--- src/rtl/ualu_pkg.sv ---
`timescale 1ns / 1ps
// Shared types and constants for the register ALU executor.
// No dependencies; imported by every module of the block.
package ualu_pkg;

  localparam int WORD_W    = 32;
  localparam int OPND_W    = 28;
  localparam int OPC_W     = 3;
  localparam int IDX_W     = 3;
  localparam int REG_COUNT = 8;
  localparam int IMM_W     = 25;
  localparam int CNT_W     = $clog2(WORD_W);

  // Instruction codes; the two remaining 3-bit codes are ignored.
  typedef enum logic [OPC_W-1:0] {
    OP_CMOV = 3'd0,
    OP_ADD  = 3'd1,
    OP_MUL  = 3'd2,
    OP_DIV  = 3'd3,
    OP_NAND = 3'd4,
    OP_LOAD = 3'd5
  } op_t;

  // Controller states.
  typedef enum logic [2:0] {
    S_IDLE,
    S_READ,
    S_EXEC,
    S_DIV,
    S_WRITE,
    S_READA
  } state_t;

  // Commands from the controller to the datapath.
  typedef struct packed {
    logic load_in;
    logic rd_src;
    logic exec;
    logic div_start;
    logic take_quo;
    logic wr_reg;
    logic rd_a;
  } ualu_cmd_t;

  // Status from the datapath to the controller.
  typedef struct packed {
    logic div_nz;
    logic div_done;
  } ualu_sts_t;

endpackage

--- src/rtl/um_register_alu_executor.sv ---
`timescale 1ns / 1ps
// Register ALU executor of an eight-register 32-bit machine.
// Each input transfer carries one instruction: a 3-bit opcode and 28 operand bits.
// Each instruction yields exactly one result transfer: the destination index,
// the value that register holds afterwards, a written flag and a divide-by-zero flag.
// Both channels use valid/ready; in_ready is high only while the controller is idle.
// An item runs read, execute, write and result-load steps; a divide with a
// nonzero divisor adds a divide step after execute, in which the radix-2
// divider produces the quotient one bit per iteration.
// Items are handled one at a time; the next item is accepted while a finished
// result still waits in the output register.
// When the receiver stalls, the result stays in the output register and the
// next instruction proceeds until it needs that register, then waits there.
// Reset (rst_n low, synchronous) empties the output, returns the controller to
// idle and makes every register of the file read as zero through valid bits.
// Depends on ualu_pkg, ualu_controller, ualu_datapath and ualu_divider.
module um_register_alu_executor
  import ualu_pkg::*;
(
  input  logic              clk,
  input  logic              rst_n,
  input  logic              in_valid,
  output logic              in_ready,
  input  logic [OPC_W-1:0]  in_opcode,
  input  logic [OPND_W-1:0] in_operand_bits,
  output logic              out_valid,
  input  logic              out_ready,
  output logic [IDX_W-1:0]  out_dest_reg,
  output logic [WORD_W-1:0] out_dest_value,
  output logic              out_wrote,
  output logic              out_div_zero
);

  ualu_cmd_t cmd;
  ualu_sts_t sts;

  // Sequencer.
  ualu_controller u_ctrl (
    .clk       (clk),
    .rst_n     (rst_n),
    .in_valid  (in_valid),
    .in_ready  (in_ready),
    .out_valid (out_valid),
    .out_ready (out_ready),
    .sts       (sts),
    .cmd       (cmd)
  );

  // Register file, ALU and divider.
  ualu_datapath u_dp (
    .clk             (clk),
    .rst_n           (rst_n),
    .cmd             (cmd),
    .sts             (sts),
    .in_opcode       (in_opcode),
    .in_operand_bits (in_operand_bits),
    .out_dest_reg    (out_dest_reg),
    .out_dest_value  (out_dest_value),
    .out_wrote       (out_wrote),
    .out_div_zero    (out_div_zero)
  );

endmodule

--- src/rtl/ualu_divider.sv ---
`timescale 1ns / 1ps
// Radix-2 restoring divider for 32-bit unsigned operands, one quotient bit per cycle.
// Depends on ualu_pkg for the word width.
module ualu_divider
  import ualu_pkg::*;
(
  input  logic              clk,
  input  logic              rst_n,
  input  logic              start,
  input  logic [WORD_W-1:0] dividend,
  input  logic [WORD_W-1:0] divisor,
  output logic              done,
  output logic [WORD_W-1:0] quotient
);

  logic              busy_r, busy_nxt;
  logic              done_r, done_nxt;
  logic [CNT_W-1:0]  cnt_r;
  logic [WORD_W-1:0] q_r;
  logic [WORD_W-1:0] rem_r;
  logic [WORD_W-1:0] d_r;
  logic [WORD_W:0]   trial;
  logic [WORD_W-1:0] rem_nxt;
  logic              qbit;

  // One trial subtraction of the divisor from the shifted partial remainder.
  always_comb begin
    trial = {rem_r, q_r[WORD_W-1]} - {1'b0, d_r};
    if (!trial[WORD_W]) begin
      rem_nxt = trial[WORD_W-1:0];
      qbit    = 1'b1;
    end else begin
      rem_nxt = {rem_r[WORD_W-2:0], q_r[WORD_W-1]};
      qbit    = 1'b0;
    end
  end

  // Control flags: busy for the whole iteration, done for one cycle after it.
  always_comb begin
    busy_nxt = busy_r;
    done_nxt = 1'b0;
    if (start) begin
      busy_nxt = 1'b1;
    end else if (busy_r && cnt_r == '0) begin
      busy_nxt = 1'b0;
      done_nxt = 1'b1;
    end
  end

  always_ff @(posedge clk) begin
    if (!rst_n) begin
      busy_r <= 1'b0;
      done_r <= 1'b0;
    end else begin
      busy_r <= busy_nxt;
      done_r <= done_nxt;
    end
  end

  // Operand and iteration registers.
  always_ff @(posedge clk) begin
    if (start) begin
      q_r   <= dividend;
      rem_r <= '0;
      d_r   <= divisor;
      cnt_r <= CNT_W'(WORD_W - 1);
    end else if (busy_r) begin
      q_r   <= {q_r[WORD_W-2:0], qbit};
      rem_r <= rem_nxt;
      cnt_r <= cnt_r - 1'b1;
    end
  end

  assign done     = done_r;
  assign quotient = q_r;

endmodule

--- src/rtl/ualu_datapath.sv ---
`timescale 1ns / 1ps
// Datapath: instruction register, register file, ALU, divider and result register.
// Depends on ualu_pkg and ualu_divider.
module ualu_datapath
  import ualu_pkg::*;
(
  input  logic              clk,
  input  logic              rst_n,
  input  ualu_cmd_t         cmd,
  output ualu_sts_t         sts,
  input  logic [OPC_W-1:0]  in_opcode,
  input  logic [OPND_W-1:0] in_operand_bits,
  output logic [IDX_W-1:0]  out_dest_reg,
  output logic [WORD_W-1:0] out_dest_value,
  output logic              out_wrote,
  output logic              out_div_zero
);

  logic [OPC_W-1:0]     op_r;
  logic [OPND_W-1:0]    opnd_r;
  logic [WORD_W-1:0]    mem_r [REG_COUNT];
  logic [REG_COUNT-1:0] vld_r;
  logic [WORD_W-1:0]    bv_r, cv_r;
  logic [WORD_W-1:0]    res_r, res_nxt;
  logic                 wr_r, wr_nxt;
  logic                 dz_r, dz_nxt;
  logic [IDX_W-1:0]     ra, rb, rc;
  logic [2*WORD_W-1:0]  product;
  logic                 div_done;
  logic [WORD_W-1:0]    quotient;
  logic [IDX_W-1:0]     dest_reg_r;
  logic [WORD_W-1:0]    dest_value_r;
  logic                 wrote_r, div_zero_r;

  // Operand fields; load value puts its destination in the top bits.
  assign ra = (op_r == OP_LOAD) ? opnd_r[OPND_W-1 -: IDX_W] : opnd_r[2*IDX_W +: IDX_W];
  assign rb = opnd_r[IDX_W +: IDX_W];
  assign rc = opnd_r[0 +: IDX_W];

  // Instruction register, taken on an input transfer.
  always_ff @(posedge clk) begin
    if (cmd.load_in) begin
      op_r   <= in_opcode;
      opnd_r <= in_operand_bits;
    end
  end

  // Registered source reads of B and C.
  // Entries never written since reset read as zero.
  always_ff @(posedge clk) begin
    if (cmd.rd_src) begin
      bv_r <= vld_r[rb] ? mem_r[rb] : '0;
      cv_r <= vld_r[rc] ? mem_r[rc] : '0;
    end
  end

  // ALU for everything but the quotient, which the divider supplies.
  always_comb begin
    product = bv_r * cv_r;
    res_nxt = '0;
    wr_nxt  = 1'b0;
    dz_nxt  = 1'b0;
    case (op_t'(op_r))
      OP_CMOV: begin
        res_nxt = bv_r;
        wr_nxt  = (cv_r != '0);
      end
      OP_ADD: begin
        res_nxt = bv_r + cv_r;
        wr_nxt  = 1'b1;
      end
      OP_MUL: begin
        res_nxt = product[WORD_W-1:0];
        wr_nxt  = 1'b1;
      end
      OP_DIV: begin
        wr_nxt = (cv_r != '0);
        dz_nxt = (cv_r == '0);
      end
      OP_NAND: begin
        res_nxt = ~(bv_r & cv_r);
        wr_nxt  = 1'b1;
      end
      OP_LOAD: begin
        res_nxt = WORD_W'(opnd_r[IMM_W-1:0]);
        wr_nxt  = 1'b1;
      end
      default: begin
        res_nxt = '0;
      end
    endcase
  end

  // Result register; the quotient overwrites it when the divider finishes.
  always_ff @(posedge clk) begin
    if (cmd.exec) begin
      res_r <= res_nxt;
      wr_r  <= wr_nxt;
      dz_r  <= dz_nxt;
    end else if (cmd.take_quo) begin
      res_r <= quotient;
    end
  end

  ualu_divider u_div (
    .clk      (clk),
    .rst_n    (rst_n),
    .start    (cmd.div_start),
    .dividend (bv_r),
    .divisor  (cv_r),
    .done     (div_done),
    .quotient (quotient)
  );

  // Register file write port.
  always_ff @(posedge clk) begin
    if (cmd.wr_reg && wr_r) begin
      mem_r[ra] <= res_r;
    end
  end

  // Per-entry valid bits stand for the all-zero reset of the file.
  always_ff @(posedge clk) begin
    if (!rst_n) begin
      vld_r <= '0;
    end else if (cmd.wr_reg && wr_r) begin
      vld_r[ra] <= 1'b1;
    end
  end

  // Output register, loaded with the final value of A.
  always_ff @(posedge clk) begin
    if (cmd.rd_a) begin
      dest_reg_r   <= ra;
      dest_value_r <= vld_r[ra] ? mem_r[ra] : '0;
      wrote_r      <= wr_r;
      div_zero_r   <= dz_r;
    end
  end

  assign sts.div_nz   = (op_r == OP_DIV) && (cv_r != '0);
  assign sts.div_done = div_done;

  assign out_dest_reg   = dest_reg_r;
  assign out_dest_value = dest_value_r;
  assign out_wrote      = wrote_r;
  assign out_div_zero   = div_zero_r;

endmodule

--- src/rtl/ualu_controller.sv ---
`timescale 1ns / 1ps
// Controller state machine: sequences read, execute, divide, write and result load.
// Depends on ualu_pkg for the state and command types.
module ualu_controller
  import ualu_pkg::*;
(
  input  logic      clk,
  input  logic      rst_n,
  input  logic      in_valid,
  output logic      in_ready,
  output logic      out_valid,
  input  logic      out_ready,
  input  ualu_sts_t sts,
  output ualu_cmd_t cmd
);

  state_t state_r, state_nxt;
  logic   out_valid_r, out_valid_nxt;

  // State and output-valid registers.
  always_ff @(posedge clk) begin
    if (!rst_n) begin
      state_r     <= S_IDLE;
      out_valid_r <= 1'b0;
    end else begin
      state_r     <= state_nxt;
      out_valid_r <= out_valid_nxt;
    end
  end

  // Next state and commands.
  always_comb begin
    state_nxt     = state_r;
    cmd           = '0;
    out_valid_nxt = out_valid_r && !out_ready;
    case (state_r)
      S_IDLE: begin
        if (in_valid) begin
          cmd.load_in = 1'b1;
          state_nxt   = S_READ;
        end
      end
      S_READ: begin
        cmd.rd_src = 1'b1;
        state_nxt  = S_EXEC;
      end
      S_EXEC: begin
        cmd.exec = 1'b1;
        if (sts.div_nz) begin
          cmd.div_start = 1'b1;
          state_nxt     = S_DIV;
        end else begin
          state_nxt = S_WRITE;
        end
      end
      S_DIV: begin
        if (sts.div_done) begin
          cmd.take_quo = 1'b1;
          state_nxt    = S_WRITE;
        end
      end
      S_WRITE: begin
        cmd.wr_reg = 1'b1;
        state_nxt  = S_READA;
      end
      S_READA: begin
        // Load the output register once the previous result has left.
        if (!out_valid_r || out_ready) begin
          cmd.rd_a      = 1'b1;
          out_valid_nxt = 1'b1;
          state_nxt     = S_IDLE;
        end
      end
      default: begin
        state_nxt = S_IDLE;
      end
    endcase
  end

  assign in_ready  = (state_r == S_IDLE);
  assign out_valid = out_valid_r;

endmodule

--- config.mk ---
export PLATFORM = sky130hd
export DESIGN_NAME = um_register_alu_executor
export DESIGN_NICKNAME = d
export VERILOG_FILES = /design/src/rtl/ualu_pkg.sv /design/src/rtl/um_register_alu_executor.sv /design/src/rtl/ualu_divider.sv /design/src/rtl/ualu_datapath.sv /design/src/rtl/ualu_controller.sv
export SDC_FILE = /design/constraint.sdc
export NUM_CORES = 2
export LEC_CHECK = 0
export BUFFER_PORTS_ARGS = -buffer_cell sky130_fd_sc_hd__buf_2
export CAP_MARGIN = 40
export CORE_UTILIZATION = 65
export DETAILED_ROUTE_END_ITERATION = 8
export GPL_ROUTABILITY_DRIVEN = 1
export MAX_ROUTING_LAYER = met4
export PLACE_DENSITY = 0.8
export SLEW_MARGIN = 0
export SYNTH_ARGS = -nofsm -noshare
export SYNTH_HDL_FRONTEND = slang
export SYNTH_HIERARCHICAL = 1
export SYNTH_SLANG_ARGS = --single-unit
--- constraint.sdc ---
create_clock -name clk -period 9.95 [get_ports clk]
set_input_delay 1.4925 -clock clk [delete_from_list [all_inputs] [get_ports clk]]
set_output_delay 1.4925 -clock clk [all_outputs]
set_load 0.005 [all_outputs]
# ---- Word-level counts from Yosys, hierarchy flattened
# Memories as Yosys holds them, arrays and structs flattened. A register that Yosys moved wholly into a read port is not among the register bits.
# Index checks and enable logic that the tools add are counted.
dict set report word_totals {
  mem_bits_rw 256
  wordCells 105
  memories 1
  out_inout_bits 39
  register_bits 185
}
dict set report op_classes {
  eq_ne 13
  muxes 39
  n_mul 1
  n_bitwise 4
  n_addsub 3
  order_cmp 4
  n_reduce_logical 23
}
# name words word_bits read_ports rd_clocked_by_memory_dff write_ports line
set mem_list {}
lappend mem_list {u_dp.mem_r 8 32 3 3 1 ualu_datapath.sv:21} ;# logic [WORD_W-1:0] mem_r [REG_COUNT];
# op count
set op_table {}
lappend op_table {{$mux 32} 5}
lappend op_table {{$pmux 32 s5} 1}
lappend op_table {{$sub 33x32->33} 1}
lappend op_table {{$add 32x32->32} 1}
lappend op_table {{$and 32x32->32} 1}
lappend op_table {{$logic_not 32->1} 1}
lappend op_table {{$mul 32x32->32} 1}
lappend op_table {{$not 32->32} 1}
lappend op_table {{$reduce_bool 32->1} 1}
lappend op_table {{$mux 1} 21}
lappend op_table {{$pmux 3 s6} 1}
lappend op_table {{$mux 3} 5}
lappend op_table {{$eq 3x2->1 const B} 4}
lappend op_table {{$eq 3x3->1 const B} 4}
lappend op_table {{$lt 3x4->1 const B} 3}
lappend op_table {{$bmux 1 s3} 3}
lappend op_table {{$or 8x8->8} 1}
lappend op_table {{$eq 3x1->1 const B} 2}
lappend op_table {{$logic_not 3->1} 2}
lappend op_table {{$reduce_bool 2->1} 3}
lappend op_table {{$logic_and 1x1->1} 5}
lappend op_table {{$logic_not 1->1} 5}
lappend op_table {{$logic_not 5->1} 1}
lappend op_table {{$sub 5x1->5 const B} 1}
lappend op_table {{other kinds (11)} 13}

# ---- Longest topological paths before layout
dict set report depth {
  ltp_word 7
  mapped_depth 27
  mapped_depth_nobuf 25
}

# ---- Cells and area by module
# Netlist, hierarchy kept.
# module seq_area_each_um2 cells_per_inst instances area_each_um2
set by_module_without_submodules {}
lappend by_module_without_submodules {ualu_datapath 12832.3 3492 1 38210.4}
lappend by_module_without_submodules {ualu_divider 2702.6 564 1 5964.5}
lappend by_module_without_submodules {ualu_controller 80.1 31 1 267.8}

# ---- Worst setup path before layout
# No wires, ideal clock.
dict set report synth_timing {
  path_kind {reg-to-reg}
  startpoint {register u_dp.bv_r[12], read port of u_dp.mem_r}
  endpoint {register u_dp.res_r[31], data pin}
  slack_ns 3.046
  t_arrival_ns 6.627
  required_time_ns 9.673
  setup_ns 0.277
  path_stages_with_launch 24
  path_buffers 2
  path_cell_list {edfxtp_1 -> clkbuf_1 -> clkbuf_1 -> and2_1 -> fa_1 -> fa_1 -> fa_1 -> inv_1 -> fa_1 -> inv_1 -> fa_1 -> inv_1 -> fa_1 -> inv_1 -> fa_1 -> fa_1 -> ha_1 -> nand4_1 -> nand2b_1 -> nor4b_1 -> o2111ai_1 -> a21o_1 -> a32oi_1 -> o221ai_1}
}
dict set report synth_via {
  elab_chain_len 3
  word_cells_on_any_way 4
  cone_classes {1 x add/sub; 1 x mul; 2 x mux}
}
# item line
set synth_rtl {}
lappend synth_rtl {{start: declaration} ualu_datapath.sv:23} ;# logic [WORD_W-1:0] bv_r, cv_r;
lappend synth_rtl {{$mul 32x32->32 / $add 32x32->32 (equally long branches)} {ualu_datapath.sv:59, ualu_datapath.sv:69}}
lappend synth_rtl {{$pmux 32 s5 (*)} ualu_datapath.sv:63} ;# case (op_t'(op_r))
lappend synth_rtl {{$mux 32 (*)} ualu_datapath.sv:96} ;# if (cmd.exec) begin
lappend synth_rtl {{end signal: assignment} ualu_datapath.sv:97} ;# res_r <= res_nxt;
lappend synth_rtl {{end signal: assignment} ualu_datapath.sv:101} ;# res_r <= quotient;
lappend synth_rtl {{end: declaration} ualu_datapath.sv:24} ;# logic [WORD_W-1:0] res_r, res_nxt;
# Mark *: on every way between the ends. The rest lies on a longest branch, timed or not.
# A chain may end at the register's enable or synchronous reset.

# ---- Worst setup path after layout
dict set report layout_timing {
  startpoint {register u_dp.bv_r[8], read port of u_dp.mem_r}
  endpoint {register u_dp.res_r[27], data pin}
}
# Same word-level chain as after synthesis.

==> results.py <==
metrics = {
    "floorplanning": {
        "coreArea_mm2": 0.0674,
        "die_area_mm2": 0.0694,
        "initial_core_util": 0.659,
        "die-height_um": 263,
        "std_cell_rows": 95,
        "ios": 74,
        "die_w_um": 263,
    },
    "route": {
        "drt-initial-drc-count": 4188,
        "drc": 0,
        "vias_per_cell": 6.67,
        "wl_per_cell_um": 25.9,
        "routed_wl_mm": 129,
        "vias": 33300,
        "first_pass_iters": 8,
        "ant_nets": 0,
    },
    "yosys": {
        "synth_edf_count": 486,
        "syn-num-nets": 4720,
        "syn_area_mm2": 0.0444,
        "synthTopCellsByArea": "edfxtp_1 33%, fa_1 18%, mux4_2 6.7%, ha_1 5.3%, nand2_1 4.9%",
        "synth_cells": 4087,
        "yosysUniqueCellTypes": 97,
        "synthArstFlopShare": 0,
        "ys_seq_area_frac": 0.351,
        "synthFlopType": "edfxtp_1",
        "yosysTopAreaCell": "edfxtp_1",
        "synth_commonest_cells": "576 x nand2_1, 486 x edfxtp_1, 446 x inv_1",
        "avgSynthCellArea_um2": 10.9,
        "synth_warnings": 6,
        "ys_seq_elements": 537,
        "synth_top_area_frac": 0.328,
        "synth.most_common_cell": "nand2_1",
    },
    "cts": {
        "cts_sinks": 537,
        "cts_tree": "built",
        "cts-root-buf": "clkbuf_16",
        "h-tree-depth": 2,
        "clk_pin_slew_ps": 60,
        "hold_buffers": 0,
        "cts.repair.resized": 0,
        "worstSkewPairLatency_ps": 690,
        "numCtsBuffers": 58,
        "cts_buffer_depth": 3,
        "post_cts.repair.setup_buffers": 0,
    },
    "timing": {
        "fin_skew_ps": 91.4,
        "relSlewSlack": 0.301,
        "tns_ps": 0,
        "rsz0062_at_grt": "false",
        "post-route-period-util": 0.799,
        "whs_ps": 427,
        "slew_viol_final": 0,
        "worst_slew_pin_slew_ps": 1050,
        "min_period_ps": 7950,
        "setup_viol": 0,
        "max_freq_mhz": 126,
        "hold_viol_final": 0,
    },
    "finish": {
        "syn2layout_area_growth_pct": 8.05,
        "multi_input_area_mm2": 0.0263,
        "largest_register_ffs": 256,
        "layout-drive-gt1-share": 0.113,
        "regArea_mm2": 0.0156,
        "regMostFlops": "u_dp/mem_r",
        "finish.utilization": 0.712,
        "fill_cells": 4686,
        "nets": 4699,
    },
    "worst_setup_path": {
        "critPathTopFamily": "adder cells",
        "path_cells": "buf_4, and2_1, fa_1, inv_1, fa_1, fa_1, fa_1, inv_1, ha_1, ha_1, fa_1, fa_1, ha_1, a211o_1, nor3_1, nand3_1, a2111oi_2, nor4b_1, o31a_1, o21ai_2, nor4b_1, a211o_1",
        "required_ps": 10430,
        "setup.worst_path.class": "register to register",
        "cp_slowest_cell": "edfxtp_1",
        "timing.critical_path.buf_inv": 3,
        "crit_fanout": 19,
        "arrival_ps": 8430,
        "slowest_delay_ps": 730,
        "cpMostUsedCell": "fa_1",
        "cp-end-kind": "register",
        "worst_setup_path_start_kind": "register",
    },
    "global_route": {
        "grt_pass1_vias": 34200,
        "grt_first_pass_wirelength_mm": 199,
        "grt_use_total": 0.391,
        "grt_max_degree": 74,
        "antenna_found_initial": 3,
        "grt-ovfl-total": 0,
    },
    "run_status": {
        "status": "finished, final reports clean",
    },
    "placement": {
        "dp_hpwl_mm": 87.4,
        "portBuffers": 73,
        "place.gp.congestion": 1.04,
    },
    "job": {
        "cap_violations": 0,
    },
    "min_path": {
        "hold_path.class": "register to register",
    },
}
final timing paths:
| path | endpoint | cells past startpoint | slack [ps] | from |
|---|---|---|---|---|
| worst max-delay path | u_dp/res_r[27]$_DFFE_PP_ | 22 | 2000 | u_dp/bv_r[8]$_SDFFCE_PN0P_ |
| worst min-delay path | u_dp/out_div_zero$_DFFE_PP_ | 0 | 430 | u_dp/dz_r$_SDFFCE_PN0P_ |
| worst max register to register | u_dp/res_r[27]$_DFFE_PP_ | 22 | 2000 | u_dp/bv_r[8]$_SDFFCE_PN0P_ |
| worst min register to register | u_dp/out_div_zero$_DFFE_PP_ | 0 | 430 | u_dp/dz_r$_SDFFCE_PN0P_ |
layout by cell type (no fill, tap or decap), drive strengths merged, types with 26 or more instances in the layout:
cell type and instances:
and3 44, clkinv 27, nor3 36, inv 452, a311oi 37, o21ai 88, clkbuf 67, ha 188
mux2i 96, a31oi 51, o21a 26, mux4 133, xnor2 84, nand3 92, and2 307, nor2 183
dfxtp 51, a21o 42, fa 410, nand2 577, xor2 32, mux2 33, edfxtp 486, a21oi 111
buf 162
layout make-up:
cell class,instances,share of cell area
sequential,537,0.325
inverter,449,0.0352
tap,873,0.0227
timing repair buffer,162,0.0284
antenna,3,0.000156
clock inverter,39,0.00995
multi-input combinational,2858,0.547
clock buffer,67,0.0309
stage by stage:
step	area [um^2]	setup WS (ps)	instances
final	48000	2000	4988
after global routing	48000	1850	4987
after floorplan	44400	3050	4087
after global placement	45600	2100	4858
after detailed placement	46000	2140	4879
after CTS	48000	2050	4985
cell families after synthesis:
family | count (synthesis) | synth area share
AND/OR/NAND/NOR | 1334 | 0.144
buffers and inverters | 692 | 0.0601
adder cells (fa/ha/maj) | 598 | 0.238
AO/OA/AOI/OAI | 547 | 0.0863
flip-flops | 537 | 0.351
multiplexers | 262 | 0.0975
XOR/XNOR | 117 | 0.0234
metal layers:
layer,global-route usage,wire (um),share of wire
met1,0.498,45800,0.35
met2,0.597,59600,0.46
met3,0.0885,16700,0.13
met4,0.189,7070,0.055
met5,-,0,0
Power is not shown: default switching activity piles up to over one toggle a cycle in this logic, so the estimate is an artifact.
